==> config.mk <==
export PLATFORM = sky130hd
export DESIGN_NAME = rfid_tag_write_downlink_framer
export DESIGN_NICKNAME = d
export VERILOG_FILES = /design/src/hw/rtl/rtwdf_pkg.sv /design/src/hw/rtl/rtwdf_bit_cell.sv /design/src/hw/rtl/rtwdf_bit_chain.sv /design/src/hw/rtl/rfid_tag_write_downlink_framer.sv
export SDC_FILE = /design/constraint.sdc
export NUM_CORES = 1
export LEC_CHECK = 0
export BUFFER_PORTS_ARGS = -buffer_cell sky130_fd_sc_hd__buf_2
export CAP_MARGIN = 5
export CORE_MARGIN = 1.5
export CORE_UTILIZATION = 60
export CTS_BUF_LIST = sky130_fd_sc_hd__clkbuf_16
export DETAILED_ROUTE_END_ITERATION = 7
export GPL_ROUTABILITY_DRIVEN = 1
export PLACE_DENSITY = 0.82
export SLEW_MARGIN = 10
export SYNTH_ARGS = -nofsm -noshare
export SYNTH_HDL_FRONTEND = slang
export SYNTH_SLANG_ARGS = --single-unit
==> constraint.sdc <==
create_clock -name aclk -period 14.35 [get_ports aclk]
set_input_delay 2.1525 -clock aclk [delete_from_list [all_inputs] [get_ports aclk]]
set_output_delay 2.1525 -clock aclk [all_outputs]
set_load 0.1 [all_outputs]
==> src/hw/rtl/rtwdf_pkg.sv <==
// Package for the tag write downlink framer: beat types, segment kinds,
// register indexes, timing defaults and the command frame builder.
// No dependencies; every RTL file of the block refers to it by scoped names.
package rtwdf_pkg;

    localparam int FRAME_BITS = 57;
    localparam int NUM_SEGS   = 60;
    localparam int SEG_CNT_W  = $clog2(NUM_SEGS);

    localparam logic [SEG_CNT_W-1:0] SEG_POWER_IDX = SEG_CNT_W'(0);
    localparam logic [SEG_CNT_W-1:0] SEG_STOP_IDX  = SEG_CNT_W'(1);
    localparam logic [SEG_CNT_W-1:0] SEG_LAST_IDX  = SEG_CNT_W'(NUM_SEGS - 1);

    localparam int CFG_INDEX_W = 8;
    localparam int CFG_DATA_W  = 16;

    localparam logic [CFG_INDEX_W-1:0] CFG_WRITE_OPCODE    = 8'd0;
    localparam logic [CFG_INDEX_W-1:0] CFG_ONE_BIT_ON_US   = 8'd1;
    localparam logic [CFG_INDEX_W-1:0] CFG_ZERO_BIT_OFF_US = 8'd2;
    localparam logic [CFG_INDEX_W-1:0] CFG_ZERO_BIT_ON_US  = 8'd3;
    localparam logic [CFG_INDEX_W-1:0] CFG_STOP_GAP_OFF_US = 8'd4;
    localparam logic [CFG_INDEX_W-1:0] CFG_STOP_GAP_ON_US  = 8'd5;
    localparam logic [CFG_INDEX_W-1:0] CFG_POWER_UP_US     = 8'd6;
    localparam logic [CFG_INDEX_W-1:0] CFG_PROGRAM_WAIT_US = 8'd7;

    localparam logic [2:0]  RST_WRITE_OPCODE    = 3'd2;
    localparam logic [11:0] RST_ONE_BIT_ON_US   = 12'd256;
    localparam logic [11:0] RST_ZERO_BIT_OFF_US = 12'd184;
    localparam logic [11:0] RST_ZERO_BIT_ON_US  = 12'd144;
    localparam logic [11:0] RST_STOP_GAP_OFF_US = 12'd440;
    localparam logic [11:0] RST_STOP_GAP_ON_US  = 12'd144;
    localparam logic [15:0] RST_POWER_UP_US     = 16'd8000;
    localparam logic [15:0] RST_PROGRAM_WAIT_US = 16'd10820;

    typedef enum logic [1:0] {
        SEG_POWER_UP   = 2'd0,
        SEG_FIELD_STOP = 2'd1,
        SEG_DATA_BIT   = 2'd2,
        SEG_PROGRAM    = 2'd3
    } seg_kind_t;

    typedef struct packed {
        logic [3:0]  word_address;
        logic [31:0] word_value;
    } in_beat_t;

    typedef struct packed {
        seg_kind_t   segment_kind;
        logic        bit_value;
        logic [11:0] off_time_us;
        logic [15:0] on_time_us;
        logic        last;
    } out_beat_t;

    typedef struct packed {
        logic load;
        logic shift;
    } chain_ctrl_t;

    // Bit k of the result is the k-th bit sent on the air.
    function automatic logic [FRAME_BITS-1:0] build_frame(
        input logic [2:0]  opcode,
        input logic [3:0]  addr,
        input logic [31:0] data
    );
        logic [FRAME_BITS-1:0] f;
        f = '0;
        f[0]     = 1'b0;
        f[3:1]   = opcode;
        f[4]     = ^opcode;
        f[8:5]   = addr;
        f[10:9]  = 2'b00;
        f[11]    = ^addr;
        for (int b = 0; b < 4; b++) begin
            f[12 + 9*b +: 8] = data[8*b +: 8];
            f[20 + 9*b]      = ^data[8*b +: 8];
        end
        for (int c = 0; c < 8; c++) begin
            f[48 + c] = data[c] ^ data[8 + c] ^ data[16 + c] ^ data[24 + c];
        end
        f[56] = 1'b0;
        return f;
    endfunction

endpackage

==> src/hw/rtl/rtwdf_bit_cell.sv <==
// One storage cell of the command bit chain.
// Loads its frame bit or takes its neighbor's bit; uses rtwdf_pkg.
module rtwdf_bit_cell (
    input  logic                  aclk,
    input  rtwdf_pkg::chain_ctrl_t ctrl,
    input  logic                  load_bit,
    input  logic                  next_bit,
    output logic                  bit_q
);

    logic bit_reg;
    logic bit_next;

    always_comb begin
        priority if (ctrl.load) begin
            bit_next = load_bit;
        end else if (ctrl.shift) begin
            bit_next = next_bit;
        end else begin
            bit_next = bit_reg;
        end
    end

    always_ff @(posedge aclk) begin
        bit_reg <= bit_next;
    end

    assign bit_q = bit_reg;

endmodule

==> src/hw/rtl/rtwdf_bit_chain.sv <==
// Row of bit cells holding the 57-bit command frame; the head cell is sent next.
// Depends on rtwdf_pkg and rtwdf_bit_cell.
module rtwdf_bit_chain (
    input  logic                                aclk,
    input  rtwdf_pkg::chain_ctrl_t              ctrl,
    input  logic [rtwdf_pkg::FRAME_BITS-1:0]    frame,
    output logic                                head_bit
);

    logic [rtwdf_pkg::FRAME_BITS:0] cell_q;

    assign cell_q[rtwdf_pkg::FRAME_BITS] = 1'b0;

    for (genvar i = 0; i < rtwdf_pkg::FRAME_BITS; i++) begin : g_cell
        rtwdf_bit_cell u_cell (
            .aclk     (aclk),
            .ctrl     (ctrl),
            .load_bit (frame[i]),
            .next_bit (cell_q[i+1]),
            .bit_q    (cell_q[i])
        );
    end

    assign head_bit = cell_q[0];

endmodule

==> src/hw/rtl/rfid_tag_write_downlink_framer.sv <==
// Top level of the tag write downlink framer: configuration registers, segment
// sequencer and output register. Depends on rtwdf_pkg and rtwdf_bit_chain.
//
// Usage: each beat on the s_ channel is one write request (word address and
// data word). For it the block sends 60 segment beats on the m_ channel: the
// power-up wait, the field stop, 57 command bits and the programming wait,
// which carries last. The configuration port writes one timing or opcode
// register per cycle with cfg_wr_en; indexes of 8 and above are ignored, and
// registers should only be written while no request is in flight.
// An accepted request sets busy and the counter; each segment then passes the output register.
// Throughput: one segment per cycle while the output is not stalled; the next
// request is accepted in the cycle the previous program-wait segment is
// produced. The 57-cell shift chain advances once per data-bit segment.
// Reset (aresetn low, synchronous) restores default timings and drops all
// work in flight. While a beat waits with m_ready low the output register holds
// it and the sequencer and chain stop until it is taken.
module rfid_tag_write_downlink_framer (
    input  logic                                 aclk,
    input  logic                                 aresetn,
    input  logic                                 cfg_wr_en,
    input  logic [rtwdf_pkg::CFG_INDEX_W-1:0]    cfg_index,
    input  logic [rtwdf_pkg::CFG_DATA_W-1:0]     cfg_wdata,
    input  logic                                 s_valid,
    output logic                                 s_ready,
    input  rtwdf_pkg::in_beat_t                  s_data,
    output logic                                 m_valid,
    input  logic                                 m_ready,
    output rtwdf_pkg::out_beat_t                 m_data
);

    logic [2:0]  write_opcode_reg;
    logic [11:0] one_bit_on_reg;
    logic [11:0] zero_bit_off_reg;
    logic [11:0] zero_bit_on_reg;
    logic [11:0] stop_gap_off_reg;
    logic [11:0] stop_gap_on_reg;
    logic [15:0] power_up_reg;
    logic [15:0] program_wait_reg;

    logic                              busy_reg, busy_next;
    logic [rtwdf_pkg::SEG_CNT_W-1:0]   seg_cnt_reg, seg_cnt_next;
    logic                              m_valid_reg, m_valid_next;
    rtwdf_pkg::out_beat_t              m_data_reg, m_data_next;

    logic                              emit;
    logic                              emit_last;
    logic                              accept;
    logic                              head_bit;
    rtwdf_pkg::chain_ctrl_t            chain_ctrl;
    logic [rtwdf_pkg::FRAME_BITS-1:0]  frame;

    always_ff @(posedge aclk) begin
        if (!aresetn) begin
            write_opcode_reg <= rtwdf_pkg::RST_WRITE_OPCODE;
            one_bit_on_reg   <= rtwdf_pkg::RST_ONE_BIT_ON_US;
            zero_bit_off_reg <= rtwdf_pkg::RST_ZERO_BIT_OFF_US;
            zero_bit_on_reg  <= rtwdf_pkg::RST_ZERO_BIT_ON_US;
            stop_gap_off_reg <= rtwdf_pkg::RST_STOP_GAP_OFF_US;
            stop_gap_on_reg  <= rtwdf_pkg::RST_STOP_GAP_ON_US;
            power_up_reg     <= rtwdf_pkg::RST_POWER_UP_US;
            program_wait_reg <= rtwdf_pkg::RST_PROGRAM_WAIT_US;
        end else if (cfg_wr_en) begin
            unique case (cfg_index)
                rtwdf_pkg::CFG_WRITE_OPCODE:    write_opcode_reg <= cfg_wdata[2:0];
                rtwdf_pkg::CFG_ONE_BIT_ON_US:   one_bit_on_reg   <= cfg_wdata[11:0];
                rtwdf_pkg::CFG_ZERO_BIT_OFF_US: zero_bit_off_reg <= cfg_wdata[11:0];
                rtwdf_pkg::CFG_ZERO_BIT_ON_US:  zero_bit_on_reg  <= cfg_wdata[11:0];
                rtwdf_pkg::CFG_STOP_GAP_OFF_US: stop_gap_off_reg <= cfg_wdata[11:0];
                rtwdf_pkg::CFG_STOP_GAP_ON_US:  stop_gap_on_reg  <= cfg_wdata[11:0];
                rtwdf_pkg::CFG_POWER_UP_US:     power_up_reg     <= cfg_wdata[15:0];
                rtwdf_pkg::CFG_PROGRAM_WAIT_US: program_wait_reg <= cfg_wdata[15:0];
                default: ;
            endcase
        end
    end

    assign emit      = busy_reg && (!m_valid_reg || m_ready);
    assign emit_last = emit && (seg_cnt_reg == rtwdf_pkg::SEG_LAST_IDX);
    assign s_ready   = !busy_reg || emit_last;
    assign accept    = s_valid && s_ready;

    assign frame = rtwdf_pkg::build_frame(write_opcode_reg, s_data.word_address,
                                          s_data.word_value);

    always_comb begin
        chain_ctrl.load  = accept;
        chain_ctrl.shift = emit && (seg_cnt_reg != rtwdf_pkg::SEG_POWER_IDX)
                                && (seg_cnt_reg != rtwdf_pkg::SEG_STOP_IDX)
                                && (seg_cnt_reg != rtwdf_pkg::SEG_LAST_IDX);
    end

    rtwdf_bit_chain u_chain (
        .aclk     (aclk),
        .ctrl     (chain_ctrl),
        .frame    (frame),
        .head_bit (head_bit)
    );

    always_comb begin
        busy_next    = busy_reg;
        seg_cnt_next = seg_cnt_reg;
        if (accept) begin
            busy_next    = 1'b1;
            seg_cnt_next = '0;
        end else if (emit_last) begin
            busy_next    = 1'b0;
        end else if (emit) begin
            seg_cnt_next = seg_cnt_reg + 1'b1;
        end
    end

    always_comb begin
        m_data_next = m_data_reg;
        if (emit) begin
            m_data_next.last = 1'b0;
            priority if (seg_cnt_reg == rtwdf_pkg::SEG_POWER_IDX) begin
                m_data_next.segment_kind = rtwdf_pkg::SEG_POWER_UP;
                m_data_next.bit_value    = 1'b0;
                m_data_next.off_time_us  = '0;
                m_data_next.on_time_us   = power_up_reg;
            end else if (seg_cnt_reg == rtwdf_pkg::SEG_STOP_IDX) begin
                m_data_next.segment_kind = rtwdf_pkg::SEG_FIELD_STOP;
                m_data_next.bit_value    = 1'b0;
                m_data_next.off_time_us  = stop_gap_off_reg;
                m_data_next.on_time_us   = {4'd0, stop_gap_on_reg};
            end else if (seg_cnt_reg == rtwdf_pkg::SEG_LAST_IDX) begin
                m_data_next.segment_kind = rtwdf_pkg::SEG_PROGRAM;
                m_data_next.bit_value    = 1'b0;
                m_data_next.off_time_us  = '0;
                m_data_next.on_time_us   = program_wait_reg;
                m_data_next.last         = 1'b1;
            end else begin
                m_data_next.segment_kind = rtwdf_pkg::SEG_DATA_BIT;
                m_data_next.bit_value    = head_bit;
                m_data_next.off_time_us  = head_bit ? 12'd0 : zero_bit_off_reg;
                m_data_next.on_time_us   = head_bit ? {4'd0, one_bit_on_reg}
                                                    : {4'd0, zero_bit_on_reg};
            end
        end
    end

    always_comb begin
        m_valid_next = m_valid_reg;
        if (emit) begin
            m_valid_next = 1'b1;
        end else if (m_ready) begin
            m_valid_next = 1'b0;
        end
    end

    always_ff @(posedge aclk) begin
        if (!aresetn) begin
            busy_reg    <= 1'b0;
            seg_cnt_reg <= '0;
            m_valid_reg <= 1'b0;
        end else begin
            busy_reg    <= busy_next;
            seg_cnt_reg <= seg_cnt_next;
            m_valid_reg <= m_valid_next;
        end
    end

    always_ff @(posedge aclk) begin
        m_data_reg <= m_data_next;
    end

    assign m_valid = m_valid_reg;
    assign m_data  = m_data_reg;

    a_accept_starts: assert property (@(posedge aclk) disable iff (!aresetn)
        s_valid && s_ready |=> busy_reg && (seg_cnt_reg == '0))
        else $error("accepted request did not restart the sequencer");

    a_cnt_range: assert property (@(posedge aclk) disable iff (!aresetn)
        busy_reg |-> seg_cnt_reg <= rtwdf_pkg::SEG_LAST_IDX)
        else $error("segment counter out of range");

    a_last_kind: assert property (@(posedge aclk) disable iff (!aresetn)
        m_valid && m_data.last |-> m_data.segment_kind == rtwdf_pkg::SEG_PROGRAM)
        else $error("last flag on a segment other than program wait");

    a_done_idle: assert property (@(posedge aclk) disable iff (!aresetn)
        emit_last && !s_valid |=> !busy_reg)
        else $error("sequencer stayed busy after the final segment");

    a_no_accept_mid: assert property (@(posedge aclk) disable iff (!aresetn)
        busy_reg && !emit_last |-> !s_ready)
        else $error("request accepted while a frame is in progress");

endmodule

==> summary.txt, run 1 <==
Run status
  • Outcome: complete, no violations

GRT
  • Initial antenna violation count: 0
  • Met1 usage: 0.310
  • First-pass GRT wire length: 29,000 um
  • Largest net degree at the start of global routing: 68
  • Routing usage on met2: 0.439
  • Total GRT Usage: 0.258
  • Grt ovf: 0
  • Layer with the highest usage: met2
  • Met3 Track Usage GR: 0.0585
  • Vias in the first global route: 5,825

Timing
  • Fin. max-slew vios: 0
  • Rel. slew slack: 0.146
  • Final setup viols: 0
  • TNS Setup: 0 ns
  • Clk_skew: between 0.006 and 0.007 ns
  • Min Tclk post-route: approximately 5.8 ns
  • Worst slew pin tran: ~1.3 ns
  • Final hold vios: 0
  • Setup WS post-layout: between 8 and 9 ns
  • RSZ-0062 raised after global routing: no
  • Max Clock Freq: 171 MHz
  • Final Cycle Share: 0.407

Finish
  • Layout cells sized above 1: 0.194
  • Antenna Cells: 0
  • Max FFs per register: 56
  • Synth-to-layout area growth: 14.0%
  • Final instance area: around 9600 sq um
  • Fillcell total: 955
  • NumNets Final: around 900
  • Util after Layout: 0.697

Route
  • DR vias/cell: 5.86
  • Final WL: around 18,000 um
  • First-pass detailed-route iteration total: 5
  • DR iter-0 viols: 554
  • Vias: 5,856
  • Drt drc: 0
  • Post-route antenna net violation count: 0
  • WL/cell: 18.3 um

Logic synthesis
  • Post-synthesis sequential area ratio: 0.553
  • Async SR Flop Fraction: 0
  • Syn_area_per_cell: 11.5 sq um
  • Main synth FF type: dfxtp_1
  • Post-synthesis cell type count: 44
  • Post-synth net total: roughly 800
  • Yosys warning count: 0
  • Seq cells post-synth: 191
  • Post-Synthesis Cells: 733
  • Post-synth EDFFs: 85
  • Post-synthesis instance area: 8450 sq um

Worst setup path
  • CP Launch Point: m_ready
  • CP bufs+invs: 2
  • Worst reg2reg setup slack: 10.81 ns
  • Crit-path cells: buf_2 -> nor2b_1 -> o31ai_2 -> buf_2
  • Cell family with most CP delay: compound AO/OA/AOI/OAI gates
  • Crit-path slowest cell: o31ai_2
  • Critical Path Start Type: input port
  • End of the critical path: s_ready
  • Critical path data arrival time: about 3.7 ns
  • Critical Path RT: ~12 ns
  • CP peak stage delay: slightly below 0.8 ns
  • R2r startpoint: seg_cnt_reg[0]
  • Worst Path Class, Setup: in -> out
  • Crit path max fanout: 16
  • Worst Setup End Kind: primary output
  • Most used cell, CP: buf_2
  • Stages on the worst setup path: 4
  • Reg2reg path depth: 6
  • Worst R2R End: u_chain.g_cell[5].u_cell.bit_q

Placed design
  • DP Worst Slack: 8.54 ns
  • Hpwl dp: 11,700 um
  • GPL Wtd Cong: 0.804
  • Area after DPL: 9020 sq um
  • Port bufs: slightly below 100

Clocking
  • CTS Root Cell: clkbuf_16
  • CTS clk-pin slew, worst paths: ~0.07 ns
  • Cts repair resizes: 0
  • Worst skew pair latency: 0.43 ns
  • Setup Buffers After CTS: 0
  • CTS tree: built
  • CTS hold repair buffers: 0
  • H-tree level count: 4
  • Clock sink count: ~190
  • Clock buffer depth: 2
  • CTS buffer count: 17

Power
  • Pleak: 0.00386 uW
  • Pwr dens: 128 nW/um^2
  • IR drop worst, VDD: 0.0000899 V

Die
  • Die X: 122 um
  • Die footprint: 14,800 sq um
  • Standard-cell rows: 43
  • Core Footprint: 13,800 sq um
  • Die height: 122 um
  • IO Pins: 99
  • Initial Utilization: 0.611

Min path
  • Hold Path Class: reg -> reg

Run
  • Max-Cap Viols: 0
power breakdown:
group / switching, uW / internal (uW)
sequential: 6.66 / 595
clock: 201 / 284
combinational: 102 / 44.6
total: 310 / 924
placed cells by master (no fill, tap or decap), drive strengths merged, types with 5 or more instances in the layout:
master / n
nand2: 45
dfxtp: 106
clkbuf: 18
a211oi: 12
buf: 104
nor2b: 11
clkinv: 7
nor2: 85
o31ai: 11
nand4: 5
mux2i: 96
mux2: 42
nor3: 6
a22oi: 10
inv: 11
nand4b: 12
edfxtp: 85
and2: 5
xnor2: 58
a21oi: 46
o21ai: 5
area by class of cell:
type	count	area, sq um	share of cell area
timing repair buffer	104	536	0.0556
multi-input combinational	485	3550	0.369
clock inverter	14	163	0.0169
sequential	191	4670	0.485
tap	180	225	0.0234
inverter	8	30.0	0.00312
clock buffer	18	450	0.0468
logic make-up after synthesis:
family	Yosys count	share of synthesized area
flops	191	0.553
simple gates	190	0.109
mux	138	0.170
compound gates	93	0.0689
xor+xnor	61	0.0632
buf+inv	57	0.0314
fa+ha+maj	3	0.00444
routing by layer:
layer / wire length (um) / part of all wire
met3: 936 / 0.051
met2: 9210 / 0.50
met1: 7570 / 0.41
met5: 0 / 0
met4: 605 / 0.033
Yosys cell counts, drive strengths merged (4+ instances only):
cell    count  area (sq um)
dfxtp     106          2120
mux2i      96           961
edfxtp     85          2550
nor2       85           319
xnor2      58           508
a21oi      46           230
nand2      45           169
mux2       42           473
clkbuf     30           113
buf        19           123
a211oi     12          90.1
nand4b     12           105
nor2b      11          68.8
o31ai      11          87.6
a22oi      10          75.1
inv         7          26.3
nor3        6          30.0
and2        5          31.3
nand4       5          31.3
o21ai       5          25.0
a22o        4          35.0
nor4        4          43.8
stage by stage:
stage / instances / power (uW) / hold slack (ns)
finish: 1000 / 1230 / 0.470
global route: 1000 / 1270 / 0.492
CTS: 1000 / 1240 / 0.471
detailed placement: 968 / 759 / 0.454
global placement: 968 / 755 / 0.448
floorplan: 733 / 720 / 0.436
how the worst min path moves through the flow:
| stage | start | to | slack (ns) | cells past startpoint |
|---|---|---|---|---|
| 3_5_place_dp | zero_bit_on_reg[7] | zero_bit_on_reg[7] | 0.45 | 2 |
| 5_1_grt | zero_bit_on_reg[7] | zero_bit_on_reg[7] | 0.49 | 2 |
| 4_1_cts | zero_bit_on_reg[7] | zero_bit_on_reg[7] | 0.47 | 2 |
| 6_report | zero_bit_on_reg[7] | zero_bit_on_reg[7] | 0.47 | 2 |
| 2_1_floorplan | zero_bit_on_reg[4] | zero_bit_on_reg[4] | 0.44 | 2 |
| 3_3_place_gp | zero_bit_on_reg[4] | zero_bit_on_reg[4] | 0.45 | 2 |
worst min-delay path: cells and delay by family, from the launching register on:
| family | cells | cell delay [ns] |
|---|---|---|
| DFF | 1 | 0.32 |
| muxes | 1 | 0.06 |
| and+or+nand+nor | 1 | 0.06 |
Power figures use the tool's default switching activity.
==> inputs of run 2 (changes only) <==
--- a/config.mk
+++ b/config.mk
@@ -5,14 +5,15 @@
 export SDC_FILE = /design/constraint.sdc
 export NUM_CORES = 1
 export LEC_CHECK = 0
+export ABC_AREA = 1
 export BUFFER_PORTS_ARGS = -buffer_cell sky130_fd_sc_hd__buf_2
 export CAP_MARGIN = 5
 export CORE_MARGIN = 1.5
-export CORE_UTILIZATION = 60
+export CORE_UTILIZATION = 53
 export CTS_BUF_LIST = sky130_fd_sc_hd__clkbuf_16
 export DETAILED_ROUTE_END_ITERATION = 7
 export GPL_ROUTABILITY_DRIVEN = 1
-export PLACE_DENSITY = 0.82
+export PLACE_DENSITY = 0.76
 export SLEW_MARGIN = 10
 export SYNTH_ARGS = -nofsm -noshare
 export SYNTH_HDL_FRONTEND = slang
==> constraint.sdc (replaced) <==
create_clock -name aclk -period 5.25 [get_ports aclk]
set_input_delay 0.7875 -clock aclk [delete_from_list [all_inputs] [get_ports aclk]]
set_output_delay 0.7875 -clock aclk [all_outputs]
set_load 0.1 [all_outputs]
==> summary.txt, run 2 <==
Run status
  • Outcome: complete, no violations

Timing
  • Final hold slack: 0.454 ns
  • Final hold vios: 0
  • Clk_skew: 0.00877 ns
  • Worst slew pin tran: 1.17 ns
  • Fin. max-slew vios: 0
  • Rel. slew slack: 0.216
  • Max Clock Freq: 317 MHz
  • Min Tclk post-route: 3.16 ns
  • RSZ-0062 raised after global routing: no
  • Final Cycle Share: 0.601
  • TNS Setup: 0 ns
  • Final setup viols: 0

GRT
  • First-pass GRT wire length: 35,600 um
  • Largest net degree at the start of global routing: 85
  • Grt ovf: 0
  • Vias in the first global route: 7,317
  • Initial antenna violation count: 0
  • Total GRT Usage: 0.251

Logic synthesis
  • Post-Synthesis Cells: 1,182
  • Post-synth net total: 1,250
  • Main synth FF type: dfxtp_1
  • Post-synthesis sequential area ratio: 0.511
  • Yosys warning count: 0
  • Syn_area_per_cell: about 7.7 sq um
  • Async SR Flop Fraction: 0
  • Area leader, netlist: edfxtp_1
  • Most frequent cells after synthesis: nand2_1, nor2_1, nand3_1
  • Yosys top cell area share: 0.279
  • Post-synthesis cell type count: 34
  • Cell with the most instances after synthesis: nand2_1
  • Post-synth EDFFs: 85
  • Seq cells post-synth: 191
  • Synth top area cells: edfxtp_1, dfxtp_1, nand2_1, nand3_1, nor2_1
  • Post-synthesis instance area: ~9200 sq um

Clocking
  • CTS buffer count: 17
  • Worst skew pair latency: about 0.43 ns
  • Cts repair resizes: 0
  • CTS Root Cell: clkbuf_16
  • H-tree level count: 4
  • Setup Buffers After CTS: 0
  • CTS tree: built
  • Clock buffer depth: 2
  • Clock sink count: between 150 and 200
  • CTS hold repair buffers: 0
  • CTS clk-pin slew, worst paths: 0.07 ns

Worst setup path
  • Critical Path Start Type: register
  • Worst Path Class, Setup: reg -> reg
  • Critical path data arrival time: approximately 3.3 ns
  • Crit path max fanout: 33
  • Worst Setup End Kind: register
  • Critical Path RT: 5.38 ns

Finish
  • NumNets Final: between 1,000 and 1,500
  • Synth-to-layout area growth: 13.1%
  • Commonest non-fill, non-tap cell in the layout: nand2_1
  • Commonest non-fill, non-tap cells in the layout: nand2_1, nor2_1, nand3_1, dfxtp_1, buf_2
  • Util after Layout: 0.620
  • Max FFs per register: 56
  • Layout cells sized above 1: 0.122
  • Finished Layout Cells: 1,479
  • Antenna Cells: 0

Route
  • Post-route antenna net violation count: 0
  • Final WL: around 22,000 um
  • WL/cell: approximately 15 um
  • Vias: 7,966
  • First-pass detailed-route iteration total: 5
  • DR vias/cell: 5.39
  • DR iter-0 viols: about 730
  • Drt drc: 0

Die
  • Die X: between 100 and 150 um
  • Die height: 134 um
  • IO Pins: 99
  • Core Footprint: 16,700 sq um
  • Die footprint: 18,100 sq um
  • Initial Utilization: 0.548
  • Standard-cell rows: 47

Power
  • IR drop worst, VDD: 0.000224 V
  • Pleak: 0.00459 uW
  • Pwr dens: 329 nW/um^2
  • Total power: roughly 3400 uW

Run
  • Max-Cap Viols: 0

Placed design
  • GPL Wtd Cong: 0.862
  • Hpwl dp: 14,500 um
  • Port bufs: about 100
  • Placed Cells: 1,447

Min path
  • Hold Path Class: reg -> reg
## run 2: power by group
part / internal [uW] / switching (uW)
Clock: 757 / 557
Sequential: 1630 / 19.5
Combinational: 112 / 333
## run 2: area by class of cell
| class | count | area, sq um |
|---|---|---|
| inverters | 80 | 300 |
| multi-input cells | 846 | 3910 |
| flip-flops and latches | 191 | 4670 |
| clock inverters | 13 | 131 |
| repair buffers | 110 | 593 |
| clock buffers | 19 | 475 |
| fillers | 1468 | 6350 |
| well taps | 220 | 275 |
## run 2: worst paths after layout
kind / from / end / slack, ns / depth (start not counted)
worst max-delay path: seg_cnt_reg[1] / u_chain.g_cell[22].u_cell.bit_q / 2.09 / 6
worst max register to register: seg_cnt_reg[1] / u_chain.g_cell[22].u_cell.bit_q / 2.09 / 6
worst min-delay path: program_wait_reg[9] / program_wait_reg[9] / 0.45 / 2
worst min register to register: program_wait_reg[9] / program_wait_reg[9] / 0.45 / 2
## run 2: worst max-delay path, cell delays in order (launching register included)
cell     delay (ns)
dfxtp_1        0.37
inv_1          0.08
ha_1           0.20
nand3_2        0.41
nand2_1        0.48
o21ai_4        0.97
buf_4          0.34
## run 2: cells by family (layout without fill, tap and decap cells)
family	Yosys count	count (layout)	synth area share
AO/OA/AOI/OAI	183	183	0.105
XOR/XNOR	32	32	0.0306
adder cells (fa/ha/maj)	3	3	0.00410
buffers and inverters	145	222	0.0667
flip-flops	191	191	0.511
AND/OR/NAND/NOR	628	628	0.283
## run 2: routing by layer
metal,share of wire,GRT usage
met1,0.44,0.335
met2,0.46,0.395
met5,0,0
met4,0.029,0.105
met3,0.076,0.0548
## run 2: metrics by stage
stage	area [sq um]	worst slack [ns]
2_1_floorplan	9150	0.537
3_3_place_gp	9740	2.08
3_5_place_dp	9740	2.06
4_1_cts	10300	2.11
5_1_grt	10400	1.88
6_report	10400	2.09
==> inputs of run 3 (changes only) <==
==> constraint.sdc (replaced) <==
create_clock -name aclk -period 2.7 [get_ports aclk]
set_input_delay 0.405 -clock aclk [delete_from_list [all_inputs] [get_ports aclk]]
set_output_delay 0.405 -clock aclk [all_outputs]
set_load 0.1 [all_outputs]
==> summary.txt, run 3 (synthesized netlist as in run 2, its figures left out) <==
Run status
  • Outcome: complete, no violations

Worst setup path
  • CP bufs+invs: 2
  • Worst Path Class, Setup: reg -> out
  • Cell family with most CP delay: buffers and inverters
  • Critical path data arrival time: 1.98 ns
  • CP peak stage delay: 0.44 ns
  • Crit-path slowest cell: dfxtp_1
  • Critical Path RT: 2.30 ns
  • Worst Setup End Kind: primary output
  • Crit path max fanout: 7
  • Critical Path Start Type: register
  • Reg2reg path depth: 7
  • Stages on the worst setup path: 6
  • Crit-path cells: ha_1 -> nand2_1 -> inv_1 -> nand3_1 -> nand2_2 -> buf_2

Timing
  • Clk_skew: 0.0135 ns
  • Setup WS post-layout: 0.316 ns
  • TNS Setup: 0 ns
  • Fin. max-slew vios: 0
  • Final setup viols: 0
  • RSZ-0062 raised after global routing: no
  • Final Cycle Share: 0.883
  • Rel. slew slack: 0.466
  • Worst slew pin tran: 0.800 ns
  • Max Clock Freq: 419 MHz
  • Min Tclk post-route: 2.38 ns
  • Final hold vios: 0

Finish
  • Max FFs per register: 56
  • Layout cells sized above 1: 0.132
  • Commonest non-fill, non-tap cell in the layout: nand2_1
  • Final instance area: between 10,000 and 15,000 sq um
  • Antenna Cells: 0
  • NumNets Final: 1,325
  • Commonest non-fill, non-tap cells in the layout: nand2_1, nor2_1, nand3_1, dfxtp_1, buf_2
  • Synth-to-layout area growth: 14.6%

Route
  • Routed length on met1: ~9600 um
  • Vias: 8,018
  • WL/cell: about 15 um
  • DR iter-0 viols: 643
  • Post-route antenna net violation count: 0
  • DR vias/cell: 5.38
  • First-pass detailed-route iteration total: 5
  • Drt drc: 0
  • Final WL: 22,000 um
  • Top sig layer: met4
  • Routed wl met3: 1320 um
  • Routed met2 length: ~11,000 um

Clocking
  • Setup Buffers After CTS: 0
  • Clock buffer depth: 2
  • Worst skew pair latency: 0.45 ns
  • CTS Root Cell: clkbuf_16
  • CTS tree: built
  • CTS clk-pin slew, worst paths: about 0.070 ns
  • CTS buffer count: 17
  • CTS hold repair buffers: 0
  • Clock sink count: 191
  • H-tree level count: 4
  • Cts repair resizes: 0

GRT
  • Initial antenna violation count: 0
  • Largest net degree at the start of global routing: 76
  • Grt ovf: 0
  • Vias in the first global route: between 7,000 and 8,000
  • First-pass GRT wire length: between 30,000 and 40,000 um
  • Total GRT Usage: 0.247

Die
  • IO Pins: slightly below 100
  • Initial Utilization: 0.548
  • Core Footprint: ~17,000 sq um
  • Standard-cell rows: 47
  • Die height: 134 um
  • Die X: 134 um
  • Die footprint: 18,100 sq um

Placed design
  • GPL Wtd Cong: about 0.82
  • Port bufs: a little under 100
  • Hpwl dp: 14,100 um
  • Area after DPL: around 10000 sq um
  • DP Worst Slack: 0.735 ns

Min path
  • Hold path depth: 3
  • Hold Path Class: in -> reg

Run
  • Max-Cap Viols: 0

Power
  • IR drop worst, VDD: roughly 0.00044 V
  • Pwr dens: 648 nW/um^2
  • Pleak: 0.00465 uW
-- run 3: cell count changes in the layout (fill, tap and decap cells not counted), sizes merged --
cell      previous run  this run
clkinv               9         4
buf                110       121
clkinvlp             1         5
clkbuf              19        18
bufinv               2         4
-- run 3: worst paths after layout --
kind	start	to	slack (ns)
setup / recovery	seg_cnt_reg[0]	s_ready	0.32
hold / removal	cfg_wdata[12]	power_up_reg[12]	0.21
setup reg to reg	seg_cnt_reg[0]	m_data[14]	0.71
hold reg to reg	program_wait_reg[9]	program_wait_reg[9]	0.46
-- run 3: worst min-delay path: stages --
cell     delay (ns)
buf_2          0.08
nand3_1        0.06
nand3_1        0.07
-- run 3: per-stage QoR --
stage          std cells  total power (uW)  utilization  hold slack [ns]
3_3_place_gp        1458              4120        0.590            0.439
4_1_cts             1490              6800        0.628            0.207
2_1_floorplan       1182              3890            -            0.424
6_report            1490              6800        0.628            0.211
3_5_place_dp        1458              4140        0.590            0.444
5_1_grt             1490              7020        0.628            0.234
-- run 3: routing by layer --
metal / GRT usage / vias up
met5: 0 / -
met1: 0.320 / 3712
met3: 0.0563 / 41
met4: 0.0818 / 0
li1: - / 4007
met2: 0.410 / 258
-- run 3: area by class of cell --
class / count / area, sq um
clock buffer: 18 / 450
sequential: 191 / 4680
multi-input combinational: 846 / 3900
inverter: 80 / 304
clock inverter: 14 / 185
timing repair buffer: 121 / 701
fill: 1472 / 6210
tap: 220 / 275
-- run 3: report_power, final --
group	internal, uW	leakage, uW	switching (uW)
combinational	233	0.00268	651
clock	1600	0.000302	1120
sequential	3160	0.00167	33.9
total	5000	0.00465	1800
